<file path="src/rtl/tsip_pkg.sv">
// ----------------------------------------------------------------------------
// tsip_pkg
// Shared types and constants for the Thumb system-instruction patcher.
// ----------------------------------------------------------------------------
package tsip_pkg;

   // fixed encodings
   localparam logic [15:0] SVC_SYS   = 16'hdffe;
   localparam logic [15:0] SVC_WFI   = 16'hdffd;
   localparam logic [15:0] NOP_HW    = 16'hbf00;
   localparam logic [15:0] WFI_HW    = 16'hbf30;
   localparam logic [15:0] MSR1_MASK = 16'hfff0;
   localparam logic [15:0] MSR1_VAL  = 16'hf380;
   localparam logic [15:0] MSR2_MASK = 16'hf300;
   localparam logic [15:0] MRS2_MASK = 16'hf000;
   localparam logic [15:0] SYS2_VAL  = 16'h8000;
   localparam logic [15:0] CPS_VAL   = 16'hb660;

   // register reset values
   localparam logic [31:0] BASE_ADDR_RST  = 32'h0000_0000;
   localparam logic [15:0] MRS_FIRST_RST  = 16'hf3ef;
   localparam logic [15:0] CPS_MASK_RST   = 16'hffec;
   localparam logic [15:0] BREAK_WORD_RST = 16'hbf01;

   localparam int CSR_INDEX_W = 3;
   localparam int CSR_DATA_W  = 32;
   localparam int INDEX_W     = 31;

   // register indexes
   localparam logic [CSR_INDEX_W-1:0] CSR_BASE_ADDR    = 3'd0;
   localparam logic [CSR_INDEX_W-1:0] CSR_MRS_FIRST    = 3'd1;
   localparam logic [CSR_INDEX_W-1:0] CSR_CPS_MASK     = 3'd2;
   localparam logic [CSR_INDEX_W-1:0] CSR_PROFILE_MODE = 3'd3;
   localparam logic [CSR_INDEX_W-1:0] CSR_BREAK_WORD   = 3'd4;

   // match kinds
   localparam logic [2:0] KIND_NONE = 3'd0;
   localparam logic [2:0] KIND_MSR  = 3'd1;
   localparam logic [2:0] KIND_MRS  = 3'd2;
   localparam logic [2:0] KIND_CPS  = 3'd3;
   localparam logic [2:0] KIND_WFI  = 3'd4;

   // result queue
   localparam int QUEUE_DEPTH = 4;
   localparam int QPTR_W      = 2;
   localparam int QCNT_W      = 3;

   typedef struct packed {
      logic [31:0] base_addr;
      logic [15:0] mrs_first_value;
      logic [15:0] cps_match_mask;
      logic        profile_mode;
      logic [15:0] break_word;
   } tsip_cfg_type;

   typedef struct packed {
      logic [15:0] patched_word;
      logic [31:0] word_address;
      logic [2:0]  match_kind;
      logic [3:0]  core_reg;
      logic [7:0]  sys_reg;
      logic [1:0]  write_mask;
      logic        cps_im;
      logic        cps_i;
      logic        cps_f;
      logic        run_end;
   } tsip_rsp_type;

   typedef struct packed {
      logic full;
      logic empty;
      logic can_take_two;
   } tsip_qstat_type;

endpackage

</file>
<file path="src/rtl/tsip_decode.sv">
// ----------------------------------------------------------------------------
// tsip_decode
// Matches and rewrites one halfword using its look-ahead halfword.
// ----------------------------------------------------------------------------
module tsip_decode (
   input  logic [15:0]           word,
   input  logic [15:0]           next_word,
   input  logic                  in_block,
   input  logic [31:0]           word_address,
   input  logic                  last_word,
   input  tsip_pkg::tsip_cfg_type cfg,
   output tsip_pkg::tsip_rsp_type rsp,
   output logic [15:0]           next_out
);
   import tsip_pkg::*;

   logic [15:0] rep;
   logic [15:0] w;
   logic [15:0] n;

   assign rep = cfg.profile_mode ? cfg.break_word : SVC_SYS;

   // checks run in order, each on the already rewritten halfword
   always_comb begin
      w   = word;
      n   = next_word;
      rsp = '0;
      if (in_block) begin
         if ((w & MSR1_MASK) == MSR1_VAL && (n & MSR2_MASK) == SYS2_VAL) begin
            rsp.match_kind = KIND_MSR;
            rsp.core_reg   = w[3:0];
            rsp.write_mask = n[11:10];
            rsp.sys_reg    = n[7:0];
            w = rep;
            n = NOP_HW;
         end
         if (w == cfg.mrs_first_value && (n & MRS2_MASK) == SYS2_VAL) begin
            rsp.match_kind = KIND_MRS;
            rsp.core_reg   = n[11:8];
            rsp.sys_reg    = n[7:0];
            rsp.write_mask = 2'd0;
            w = rep;
            n = NOP_HW;
         end
         if ((w & cfg.cps_match_mask) == CPS_VAL) begin
            rsp.match_kind = KIND_CPS;
            rsp.core_reg   = 4'd0;
            rsp.sys_reg    = 8'd0;
            rsp.write_mask = 2'd0;
            rsp.cps_im     = w[4];
            rsp.cps_i      = w[1];
            rsp.cps_f      = w[0];
            w = rep;
         end
         if (w == WFI_HW) begin
            if (rsp.match_kind == KIND_NONE) begin
               rsp.match_kind = KIND_WFI;
            end
            if (!cfg.profile_mode) begin
               w = SVC_WFI;
            end
         end
      end
      rsp.patched_word = w;
      rsp.word_address = word_address;
      rsp.run_end      = last_word;
      next_out         = n;
   end

endmodule

</file>
<file path="src/rtl/tsip_result_queue.sv">
// ----------------------------------------------------------------------------
// tsip_result_queue
// Four-entry result queue; takes up to two results per cycle, emits one.
// ----------------------------------------------------------------------------
module tsip_result_queue (
   input  logic                   clock,
   input  logic                   reset,
   input  logic [1:0]             push_count,
   input  tsip_pkg::tsip_rsp_type push_data0,
   input  tsip_pkg::tsip_rsp_type push_data1,
   output tsip_pkg::tsip_rsp_type head,
   output logic                   head_valid,
   input  logic                   pop,
   output tsip_pkg::tsip_qstat_type status
);
   import tsip_pkg::*;

   tsip_rsp_type          entry_ff [QUEUE_DEPTH];
   logic [QPTR_W-1:0]     rd_ptr_ff, rd_ptr_in;
   logic [QPTR_W-1:0]     wr_ptr_ff, wr_ptr_in;
   logic [QPTR_W-1:0]     wr_ptr_1;
   logic [QCNT_W-1:0]     count_ff, count_in;
   logic                  do_pop;

   function automatic logic [QPTR_W-1:0] ptr_inc(input logic [QPTR_W-1:0] p);
      ptr_inc = (p == QPTR_W'(QUEUE_DEPTH - 1)) ? '0 : p + 1'b1;
   endfunction

   assign head_valid = (count_ff != '0);
   assign head       = entry_ff[rd_ptr_ff];
   assign do_pop     = pop && head_valid;
   assign wr_ptr_1   = ptr_inc(wr_ptr_ff);

   assign status.full         = (count_ff == QCNT_W'(QUEUE_DEPTH));
   assign status.empty        = !head_valid;
   assign status.can_take_two = (count_ff <= QCNT_W'(QUEUE_DEPTH - 2));

   always_comb begin
      rd_ptr_in = do_pop ? ptr_inc(rd_ptr_ff) : rd_ptr_ff;
      case (push_count)
         2'd1:    wr_ptr_in = wr_ptr_1;
         2'd2:    wr_ptr_in = ptr_inc(wr_ptr_1);
         default: wr_ptr_in = wr_ptr_ff;
      endcase
      count_in = count_ff + QCNT_W'(push_count) - QCNT_W'(do_pop);
   end

   always_ff @(posedge clock) begin
      if (reset) begin
         rd_ptr_ff <= '0;
         wr_ptr_ff <= '0;
         count_ff  <= '0;
      end else begin
         rd_ptr_ff <= rd_ptr_in;
         wr_ptr_ff <= wr_ptr_in;
         count_ff  <= count_in;
      end
   end

   always_ff @(posedge clock) begin
      if (push_count != 2'd0) begin
         entry_ff[wr_ptr_ff] <= push_data0;
      end
      if (push_count == 2'd2) begin
         entry_ff[wr_ptr_1] <= push_data1;
      end
   end

endmodule

</file>
<file path="src/rtl/thumb_system_insn_patcher_top.sv">
// ----------------------------------------------------------------------------
// thumb_system_insn_patcher_top
// Rewrites MSR/MRS/CPS (and WFI) in a Thumb halfword stream, one halfword
// held back as look-ahead.
//
//   channel | direction | handshake           | carries
//   req     | in        | req_valid/req_ready | halfword, in_block, final_item
//   rsp     | out       | rsp_valid/rsp_ready | patched halfword + decode info
//   csr     | in        | csr_write_en        | register index + write data
//
// One halfword per cycle: decode is a single pass from the held register into
// a 4-entry result queue. A final halfword with a held word yields two
// results; the queue takes both at once and req_ready drops while it holds
// more than two. Reset is synchronous; it clears the held word, the index,
// the queue and loads register defaults. rsp stalls back up only via the queue.
// ----------------------------------------------------------------------------
module thumb_system_insn_patcher_top (
   input  logic                             clock,
   input  logic                             reset,
   input  logic                             req_valid,
   output logic                             req_ready,
   input  logic [15:0]                      req_halfword,
   input  logic                             req_in_block,
   input  logic                             req_final_item,
   output logic                             rsp_valid,
   input  logic                             rsp_ready,
   output logic [15:0]                      rsp_patched_word,
   output logic [31:0]                      rsp_word_address,
   output logic [2:0]                       rsp_match_kind,
   output logic [3:0]                       rsp_core_reg,
   output logic [7:0]                       rsp_sys_reg,
   output logic [1:0]                       rsp_write_mask,
   output logic                             rsp_cps_im,
   output logic                             rsp_cps_i,
   output logic                             rsp_cps_f,
   output logic                             rsp_run_end,
   input  logic                             csr_write_en,
   input  logic [tsip_pkg::CSR_INDEX_W-1:0] csr_index,
   input  logic [tsip_pkg::CSR_DATA_W-1:0]  csr_wdata
);
   import tsip_pkg::*;

   tsip_cfg_type        cfg_ff;
   logic [15:0]         held_word_ff, held_word_in;
   logic                held_valid_ff, held_valid_in;
   logic                held_in_block_ff, held_in_block_in;
   logic [INDEX_W-1:0]  word_index_ff, word_index_in;
   logic [INDEX_W-1:0]  index_b;
   logic [31:0]         addr_a, addr_b;
   logic [15:0]         next_a, next_b, word_b;
   tsip_rsp_type        rsp_a, rsp_b, push0, push1, head;
   logic [1:0]          push_count;
   logic                req_fire;
   tsip_qstat_type      qstat;

   // configuration registers
   always_ff @(posedge clock) begin
      if (reset) begin
         cfg_ff.base_addr       <= BASE_ADDR_RST;
         cfg_ff.mrs_first_value <= MRS_FIRST_RST;
         cfg_ff.cps_match_mask  <= CPS_MASK_RST;
         cfg_ff.profile_mode    <= 1'b0;
         cfg_ff.break_word      <= BREAK_WORD_RST;
      end else if (csr_write_en) begin
         case (csr_index)
            CSR_BASE_ADDR:    cfg_ff.base_addr       <= csr_wdata;
            CSR_MRS_FIRST:    cfg_ff.mrs_first_value <= csr_wdata[15:0];
            CSR_CPS_MASK:     cfg_ff.cps_match_mask  <= csr_wdata[15:0];
            CSR_PROFILE_MODE: cfg_ff.profile_mode    <= csr_wdata[0];
            CSR_BREAK_WORD:   cfg_ff.break_word      <= csr_wdata[15:0];
            default:          ;
         endcase
      end
   end

   assign req_ready = qstat.can_take_two;
   assign req_fire  = req_valid && req_ready;

   assign index_b = held_valid_ff ? word_index_ff + INDEX_W'(1) : word_index_ff;
   assign addr_a  = cfg_ff.base_addr + {word_index_ff, 1'b0};
   assign addr_b  = cfg_ff.base_addr + {index_b, 1'b0};

   // held word, with the incoming halfword as look-ahead
   tsip_decode u_decode_held (
      .word         (held_word_ff),
      .next_word    (req_halfword),
      .in_block     (held_in_block_ff),
      .word_address (addr_a),
      .last_word    (1'b0),
      .cfg          (cfg_ff),
      .rsp          (rsp_a),
      .next_out     (next_a)
   );

   // incoming halfword on a final transaction, zero look-ahead
   assign word_b = held_valid_ff ? next_a : req_halfword;

   tsip_decode u_decode_final (
      .word         (word_b),
      .next_word    (16'h0000),
      .in_block     (req_in_block),
      .word_address (addr_b),
      .last_word    (1'b1),
      .cfg          (cfg_ff),
      .rsp          (rsp_b),
      .next_out     (next_b)
   );

   always_comb begin
      held_word_in     = held_word_ff;
      held_valid_in    = held_valid_ff;
      held_in_block_in = held_in_block_ff;
      word_index_in    = word_index_ff;
      push_count       = 2'd0;
      push0            = rsp_a;
      push1            = rsp_b;
      if (req_fire) begin
         if (req_final_item) begin
            held_word_in     = next_b;
            held_valid_in    = 1'b0;
            held_in_block_in = 1'b0;
            word_index_in    = '0;
            if (held_valid_ff) begin
               push_count = 2'd2;
            end else begin
               push_count = 2'd1;
               push0      = rsp_b;
            end
         end else begin
            held_word_in     = word_b;
            held_valid_in    = 1'b1;
            held_in_block_in = req_in_block;
            word_index_in    = index_b;
            push_count       = held_valid_ff ? 2'd1 : 2'd0;
         end
      end
   end

   always_ff @(posedge clock) begin
      if (reset) begin
         held_word_ff     <= '0;
         held_valid_ff    <= 1'b0;
         held_in_block_ff <= 1'b0;
         word_index_ff    <= '0;
      end else begin
         held_word_ff     <= held_word_in;
         held_valid_ff    <= held_valid_in;
         held_in_block_ff <= held_in_block_in;
         word_index_ff    <= word_index_in;
      end
   end

   tsip_result_queue u_queue (
      .clock      (clock),
      .reset      (reset),
      .push_count (push_count),
      .push_data0 (push0),
      .push_data1 (push1),
      .head       (head),
      .head_valid (rsp_valid),
      .pop        (rsp_ready),
      .status     (qstat)
   );

   assign rsp_patched_word = head.patched_word;
   assign rsp_word_address = head.word_address;
   assign rsp_match_kind   = head.match_kind;
   assign rsp_core_reg     = head.core_reg;
   assign rsp_sys_reg      = head.sys_reg;
   assign rsp_write_mask   = head.write_mask;
   assign rsp_cps_im       = head.cps_im;
   assign rsp_cps_i        = head.cps_i;
   assign rsp_cps_f        = head.cps_f;
   assign rsp_run_end      = head.run_end;

   // a final transaction restarts the stream
   a_final_restarts: assert property (@(posedge clock) disable iff (reset)
      req_fire && req_final_item |=> !held_valid_ff && word_index_ff == '0)
      else $error("stream not restarted after final halfword");

   // a non-final transaction always leaves a held word
   a_hold_after_word: assert property (@(posedge clock) disable iff (reset)
      req_fire && !req_final_item |=> held_valid_ff)
      else $error("halfword not held");

   // results queue has room whenever a transaction is taken
   a_no_overflow: assert property (@(posedge clock) disable iff (reset)
      req_fire |-> !qstat.full)
      else $error("result queue overflow");

   // two results only come from a final transaction with a held word
   a_two_results: assert property (@(posedge clock) disable iff (reset)
      push_count == 2'd2 |-> req_final_item && held_valid_ff)
      else $error("unexpected double result");

endmodule

</file>
<file path="config.mk">
export PLATFORM = sky130hd
export DESIGN_NAME = thumb_system_insn_patcher_top
export DESIGN_NICKNAME = d
export VERILOG_FILES = /design/src/rtl/tsip_pkg.sv /design/src/rtl/tsip_decode.sv /design/src/rtl/tsip_result_queue.sv /design/src/rtl/thumb_system_insn_patcher_top.sv
export SDC_FILE = /design/constraint.sdc
export NUM_CORES = 1
export LEC_CHECK = 0
export BUFFER_PORTS_ARGS = -buffer_cell sky130_fd_sc_hd__buf_4
export CORE_ASPECT_RATIO = 1.2
export CORE_UTILIZATION = 25
export DETAILED_ROUTE_END_ITERATION = 10
export GPL_TIMING_DRIVEN = 0
export PLACE_DENSITY = 0.5
export SYNTH_ARGS = -nofsm -noshare
export SYNTH_HDL_FRONTEND = slang
export SYNTH_SLANG_ARGS = --single-unit
export TNS_END_PERCENT = 100
</file>
<file path="constraint.sdc">
create_clock -name clock -period 5.1 [get_ports clock]
set_input_delay 0 -clock clock [delete_from_list [all_inputs] [get_ports clock]]
set_output_delay 0 -clock clock [all_outputs]
set_load 0.02 [all_outputs]
</file>
==> out/metrics.csv, run 1 <==
metric;value;unit
worstSetupPathType;reg2reg;
dp.cells;3554;
core;89340;sq um
cap_violations;0;
synth_edf_count;216;
grt_start_max_net_pins;45;
outcome;complete, no violations;
cts_sinks;415;
arrival;5340;ps
initialDrtViolationCount;1759;
setup_viol;0;
switchingPower;0.002902;W
worst_path_max_delay_cell;dfxtp_1;
row_count;120;
fin_skew;21.36;ps
place_hpwl;64340;microns
pre_cts_slack;-819.3;ps
slowest_delay;620;ps
final-hold-violation-count;0;
dieArea;91640;sq um
synth_flop_cell;edfxtp_1;
cp.required;5400;ps
fin_area;27290;sq um
mostFrequentLayoutCell;nand2_1;
grt_usage;18.39;%
slew_violations;0;
grt_overflow;0;
cts_buffer_depth;3;
synth-seq-cells;415;
port_buffers;120;
grt_pass1_vias;19170;
post_drt_wl_per_cell;23.55;microns
final_cell_mix;277 x nand2_1, 216 x edfxtp_1, 199 x dfxtp_1;
pwr-share-clk;34.9;%
fmax;0.1986;GHz
min_period;5035;ps
rsz0062_at_grt;yes;
finalPower;0.009298;W
clockRootBuffer;clkbuf_16;
seqPwrFrac;41.2;%
ant_nets;0;
synth_area_leader_cell;edfxtp_1;
seq_area_frac_synth;46.31;%
viasPerCell;5.309;
power_density;340.7;nW/um^2
final_nets;2631;
drive_above_1_share;13.53;%
syn_area_per_cell;9.955;sq um
yosysTopAreaCellShare;28.69;%
grt_pass1_wl;126800;microns
gp_congestion;0.9780;
intPower;0.006397;W
setup_ws;65.39;ps
p_sw_share;31.21;%
numCtsBuffers;42;
multiInputGateArea;11640;sq um
critical_path.cell_chain;nand4_1 > or4_1 > buf_2 > nor2_2 > o21ai_1 > a221oi_2 > a31oi_2 > mux2i_2 > o41ai_4 > mux2i_2 > o21bai_1 > nor4_2 > o21ai_1 > o22ai_1;
nFillCells;9225;
ios;129;
path_clk_slew;60;ps
drc;0;
hold_path_class;in2reg;
seq_area;10470;sq um
post-route-period-util;98.72;%
synth_nets;2406;
antenna_found_initial;1;
slew-limit-headroom;20.00;%
synthesis.area;22610;sq um
critPathMaxFanout;8;
critPathLaunchType;register;
layout.cells.non_filler;3687;
placed_cell_area;25070;sq um
ir_worst_vdd;0.1895;mV
clock_latency;590;ps
die_h;331.4;microns
drt_pass1_iterations;6;
worst_slew_pin_slew;1200;ps
dieWidth;276.5;microns
endpoint_kind;register;
synthCells;2271;
dr_total_vias;19580;
wl;86830;microns
start_util;25.31;%
antennaDiodeCount;0;
netlist_top_cells_area;edfxtp_1 29%, dfxtp_1 18%, mux4_2 6.9%, o22ai_1 5.3%, nand2_1 4.6%;
hold_ws;41.81;ps
comb_power_share;23.9;%
cts_tree;done;
ys_types;84;
async_reset_ff_share;0;%
areaGrowthSynthToFinish;20.70;%
power_leakage;9.540;nW
cts_max_level;2;
ys_warn_count;0;
==> synth_stat cells, types with 15 or more instances <==
cell,n
o21ai_0,107
or3_1,17
nor3_1,19
clkbuf_1,124
nor2_1,166
o211ai_1,16
o22ai_1,191
o21a_1,19
mux4_2,69
and2_1,18
a21oi_1,147
and3_1,33
a31oi_1,15
a21o_1,29
nand2_1,277
xor2_1,43
dfxtp_1,199
xnor2_1,48
nand2b_1,33
nand3_1,58
a22o_1,48
edfxtp_1,216
nor2b_1,22
inv_1,47
mux2i_1,16
ha_1,74
a22oi_1,33
o21bai_1,15
==> routing by layer <==
layer / share of wire [%] / global-route usage (%) / up-vias / wire, microns
li1: - / - / 9034 / -
met1: 41 / 22.87 / 9609 / 35970
met2: 48 / 31.38 / 740 / 41810
met3: 5.9 / 2.846 / 191 / 5107
met4: 4.5 / 7.976 / 2 / 3936
met5: 0.010 / 0 / - / 9
==> registers in the layout, summed over array words and instances (netlist names), named ones only <==
signal             count
u_queue.rd_ptr_ff      2
u_queue.entry_ff     276
held_in_block_ff       1
cfg_ff                81
u_queue.count_ff       3
held_word_ff          16
held_valid_ff          1
word_index_ff         31
u_queue.wr_ptr_ff      2
==> metrics by stage <==
stage	utilization [%]	setup TNS, ps
4_1_cts	30.34	0
3_5_place_dp	28.06	-22650
6_report	30.55	0
3_3_place_gp	27.94	-185640
5_1_grt	30.55	-96.76
2_1_floorplan	-	0
==> final timing paths <==
kind                           from                 endpoint  slack (ps)  cells after the start
min reg2reg  u_queue.entry_ff[0][4]   u_queue.entry_ff[0][4]         450                      2
min                    req_in_block         held_in_block_ff          40                      4
max                 held_word_ff[9]  u_queue.entry_ff[0][56]          70                     14
max reg2reg         held_word_ff[9]  u_queue.entry_ff[0][56]          70                     14
==> logic make-up (layout without fill, tap and decap cells) <==
kind of cell	count (synthesis)	in the layout	synth area share (%)
adder cells (fa/ha/maj)	77	77	4.361
AND/OR/NAND/NOR	713	713	14.81
buffers and inverters	187	444	3.155
flip-flops	415	415	46.31
AO/OA/AOI/OAI	698	698	19.97
XOR/XNOR	91	91	3.525
multiplexers	90	90	7.864
==> cell type report <==
type,instances,area share [%]
Buffer,138,1.953
Sequential cell,415,38.37
Inverter,47,0.6832
Clock inverter,11,0.4081
Multi-Input combinational cell,1669,42.66
Tap cell,1159,5.314
Clock buffer,65,4.819
Timing Repair Buffer,183,5.796
==> worst max-delay path: cells and delay by family, from the launching register on <==
family                 cells  cell delay (ps)
AND/OR/NAND/NOR            4             1040
buffers and inverters      1              170
multiplexers               2              680
flip-flops                 1              620
AO/OA/AOI/OAI              7             2230
==> power by group through the flow <==
stage,clock network (W),logic [W],registers [W]
floorplan,0,0.00126,0.00387
global placement,0,0.00218,0.00392
detailed placement,0,0.00220,0.00391
CTS,0.00329,0.00224,0.00383
global route,0.00340,0.00236,0.00385
finish,0.00324,0.00222,0.00384
==> timing repair <==
item                       CTS  global route
hold buffers                54             0
hold endpoints to repair   147             0
pin swaps                    2             4
buffers inserted             3             2
setup endpoints to repair   74           130
gates resized for setup     13            36
(Power assumes the default switching activity.)
==> run 2, diff against run 1 <==
--- a/config.mk
+++ b/config.mk
@@ -11,6 +11,7 @@
 export DETAILED_ROUTE_END_ITERATION = 10
 export GPL_TIMING_DRIVEN = 0
 export PLACE_DENSITY = 0.5
+export SETUP_SLACK_MARGIN = 0.3
 export SYNTH_ARGS = -nofsm -noshare
 export SYNTH_HDL_FRONTEND = slang
 export SYNTH_SLANG_ARGS = --single-unit
==> run 2 against run 1 <==
  * Routed wire length grew 1.1%
  * Register-to-register slack improved by 350 ps
  * Critical path depth unchanged
  * Count of clock-buffer cells in the layout down 10
  * Clock power grew 10%
  * Final cell count rose by 0.65%
  * Die area unchanged
  * Largest power group unchanged
  * Setup slack improved by 350 ps
  * Hold slack got worse by 5.8 ps
  * Sequential share of layout area fell by 0.80 points
  * Via count about the same
==> out/metrics.csv, run 2 (synthesized netlist as in run 1, its figures left out) <==
metric;value;unit;change
slew_violations;0;;unchanged
ir_worst_vdd;0.2014;mV;was 0.1895 mV
crit_start;held_word_ff[7];;was held_word_ff[9]
fin_skew;28.77;ps;was 21.36 ps
grt_overflow;0;;unchanged
antenna_found_initial;2;;was 1
top_regs;u_queue.entry_ff x276, cfg_ff x81, word_index_ff x31;;unchanged
die_h;331.4;microns;unchanged
worstReg2RegEnd;u_queue.entry_ff[1][67];;was u_queue.entry_ff[0][56]
drt_pass1_iterations;6;;unchanged
final-hold-violation-count;0;;unchanged
setup_ws;417.7;ps;was 65.39 ps
cts_sinks;415;;unchanged
cap_violations;0;;unchanged
multiInputGateArea;11950;sq um;was 11640 sq um
dieWidth;276.5;microns;unchanged
clockRootBuffer;clkbuf_16;;unchanged
layout.cells.non_filler;3711;;was 3687
grt_usage;18.66;%;was 18.39%
grt_start_max_net_pins;49;;was 45
outcome;complete, no violations;;unchanged
endpoint_kind;register;;unchanged
reg2regPathDepth;14;;unchanged
antennaDiodeCount;0;;unchanged
numCtsBuffers;43;;was 42
dr_total_vias;19570;;was 19580
place_hpwl;64430;microns;was 64340 microns
start_util;25.31;%;unchanged
critical_path.cell_chain;nand4_1 > or4_1 > buf_2 > o31ai_4 > xnor2_1 > a221o_1 > nor4_1 > o221ai_2 > o41ai_4 > a21oi_1 > nor3_4 > nor4_4 > nor2_1 > o22ai_1;;was nand4_1 > or4_1 > buf_2 > nor2_2 > o21ai_1 > a221oi_2 > a31oi_2 > mux2i_2 > o41ai_4 > mux2i_2 > o21bai_1 > nor4_2 > o21ai_1 > o22ai_1
dieArea;91640;sq um;unchanged
ant_nets;0;;unchanged
mostFrequentLayoutCell;nand2_1;;unchanged
top_register;u_queue.entry_ff;;unchanged
cts_max_level;2;;unchanged
cts_buffer_depth;3;;unchanged
finalSetupTns;0;ps;unchanged
worst_path_max_delay_cell;dfxtp_1;;unchanged
power_density;345.6;nW/um^2;was 340.7 nW/um^2
viasPerCell;5.275;;was 5.309
initialDrtViolationCount;1707;;was 1759
setup_viol;0;;unchanged
core;89340;sq um;unchanged
final_cell_mix;275 x nand2_1, 216 x edfxtp_1, 192 x dfxtp_1;;was 277 x nand2_1, 216 x edfxtp_1, 199 x dfxtp_1
gp_congestion;0.9683;;was 0.9780
port_buffers;120;;unchanged
worst_slew_pin_slew;1196;ps;was 1200 ps
dp.cells;3554;;unchanged
grt_pass1_wl;128500;microns;was 126800 microns
arrival;4990;ps;was 5340 ps
critPathCapture;u_queue.entry_ff[1][67];;was u_queue.entry_ff[0][56]
post-route-period-util;91.81;%;was 98.72%
worstSetupPathType;reg2reg;;unchanged
drc;0;;unchanged
slowest_delay;500;ps;was 620 ps
drive_above_1_share;16.30;%;was 13.53%
slew-limit-headroom;20.25;%;was 20.00%
clock_latency;610;ps;was 590 ps
grt_pass1_vias;19290;;was 19170
power_leakage;9.741;nW;was 9.540 nW
critPathMaxFanout;7;;was 8
ios;129;;unchanged
min_period;4682;ps;was 5035 ps
post_drt_wl_per_cell;23.65;microns;was 23.55 microns
critPathLaunchType;register;;unchanged
path_clk_slew;60;ps;about the same
rsz0062_at_grt;yes;;unchanged
cts_tree;done;;unchanged
reg2reg_slack;420;ps;was 70 ps
seq_area;10480;sq um;was 10470 sq um
cp.required;5410;ps;was 5400 ps
pre_cts_slack;-667.3;ps;was -819.3 ps
fmax;0.2136;GHz;was 0.1986 GHz
row_count;120;;unchanged
final_nets;2652;;was 2631
final_util;31.23;%;was 30.55%
areaGrowthSynthToFinish;23.39;%;was 20.70%
r2r-start;held_word_ff[7];;was held_word_ff[9]
hold_path_class;in2reg;;unchanged
largest_reg_flops;276;;unchanged
wl;87760;microns;was 86830 microns
nFillCells;9273;;was 9225
[run 2: changes by cell type in the layout (fill, tap and decap cells not counted), moves of 4 or more]
cell | before | now
and3_4 | 0 | 5
clkbuf_2 | 1 | 6
bufinv_16 | 1 | 8
a21oi_2 | 2 | 10
clkinv_1 | 0 | 4
dfxtp_2 | 0 | 7
buf_4 | 125 | 146
clkbuf_1 | 131 | 121
nor2_4 | 4 | 9
dfxtp_1 | 199 | 192
a21oi_1 | 147 | 139
and3_1 | 31 | 26
nor2_1 | 160 | 155
[run 2: per-layer routing]
metal / wire [microns] / up-vias / track usage, %
met5: 26 / - / 0
met4: 4191 / 4 / 8.499
li1: - / 9096 / -
met2: 42250 / 749 / 31.58
met1: 35990 / 9533 / 23.14
met3: 5290 / 192 / 3.106
[run 2: area by class of cell]
class	instances	area share, %
sequential	415	37.56
buffer	140	1.991
tap	1159	5.198
timing repair buffer	201	6.136
multi-input combinational	1669	42.83
clock buffer	55	4.328
inverter	47	0.6683
clock inverter	25	1.283
[run 2: where the power goes]
part / total, W / internal [W] / switching, W
clock network: 0.00357 / 0.00210 / 0.00147
registers: 0.00384 / 0.00373 / 0.000105
logic: 0.00224 / 0.000830 / 0.00141
total: 0.00964 / 0.00666 / 0.00298
[run 2: how the worst min path moves through the flow]
stage                          startpoint  cells after the start                       to  slack (ps)
final                     req_halfword[1]                      2   u_queue.entry_ff[1][7]          40
after floorplan              csr_wdata[3]                      1               cfg_ff[36]         120
after CTS                 req_halfword[1]                      2   u_queue.entry_ff[1][7]           5
after detailed placement     csr_wdata[3]                      2               cfg_ff[36]         260
after global routing      req_halfword[4]                      2  u_queue.entry_ff[1][10]          30
after global placement      csr_wdata[16]                      3               cfg_ff[65]         270
[run 2: what timing repair did]
action / in CTS / in global routing
pin swaps: 6 / 20
setup endpoints to repair: 171 / 176
hold endpoints to repair: 149 / 0
setup buffers: 9 / 16
hold buffers: 52 / 0
gates resized for setup: 42 / 85
[run 2: worst max-delay path, delay by kind of cell (launching register included)]
| kind | cells | cell delay, ps |
|---|---|---|
| xor+xnor | 1 | 190 |
| simple gates | 6 | 1890 |
| buf+inv | 1 | 190 |
| compound gates | 6 | 1620 |
| flops | 1 | 500 |
[run 2: per-stage QoR]
stage	instance area [sq um]	power, W	hold WS, ps
after global placement	24960	0.006093	265.1
after CTS	27430	0.009696	4.796
final	27900	0.009640	35.99
after global routing	27900	0.009958	30.60
after floorplan	22610	0.005129	117.9
after detailed placement	25080	0.006109	262.5
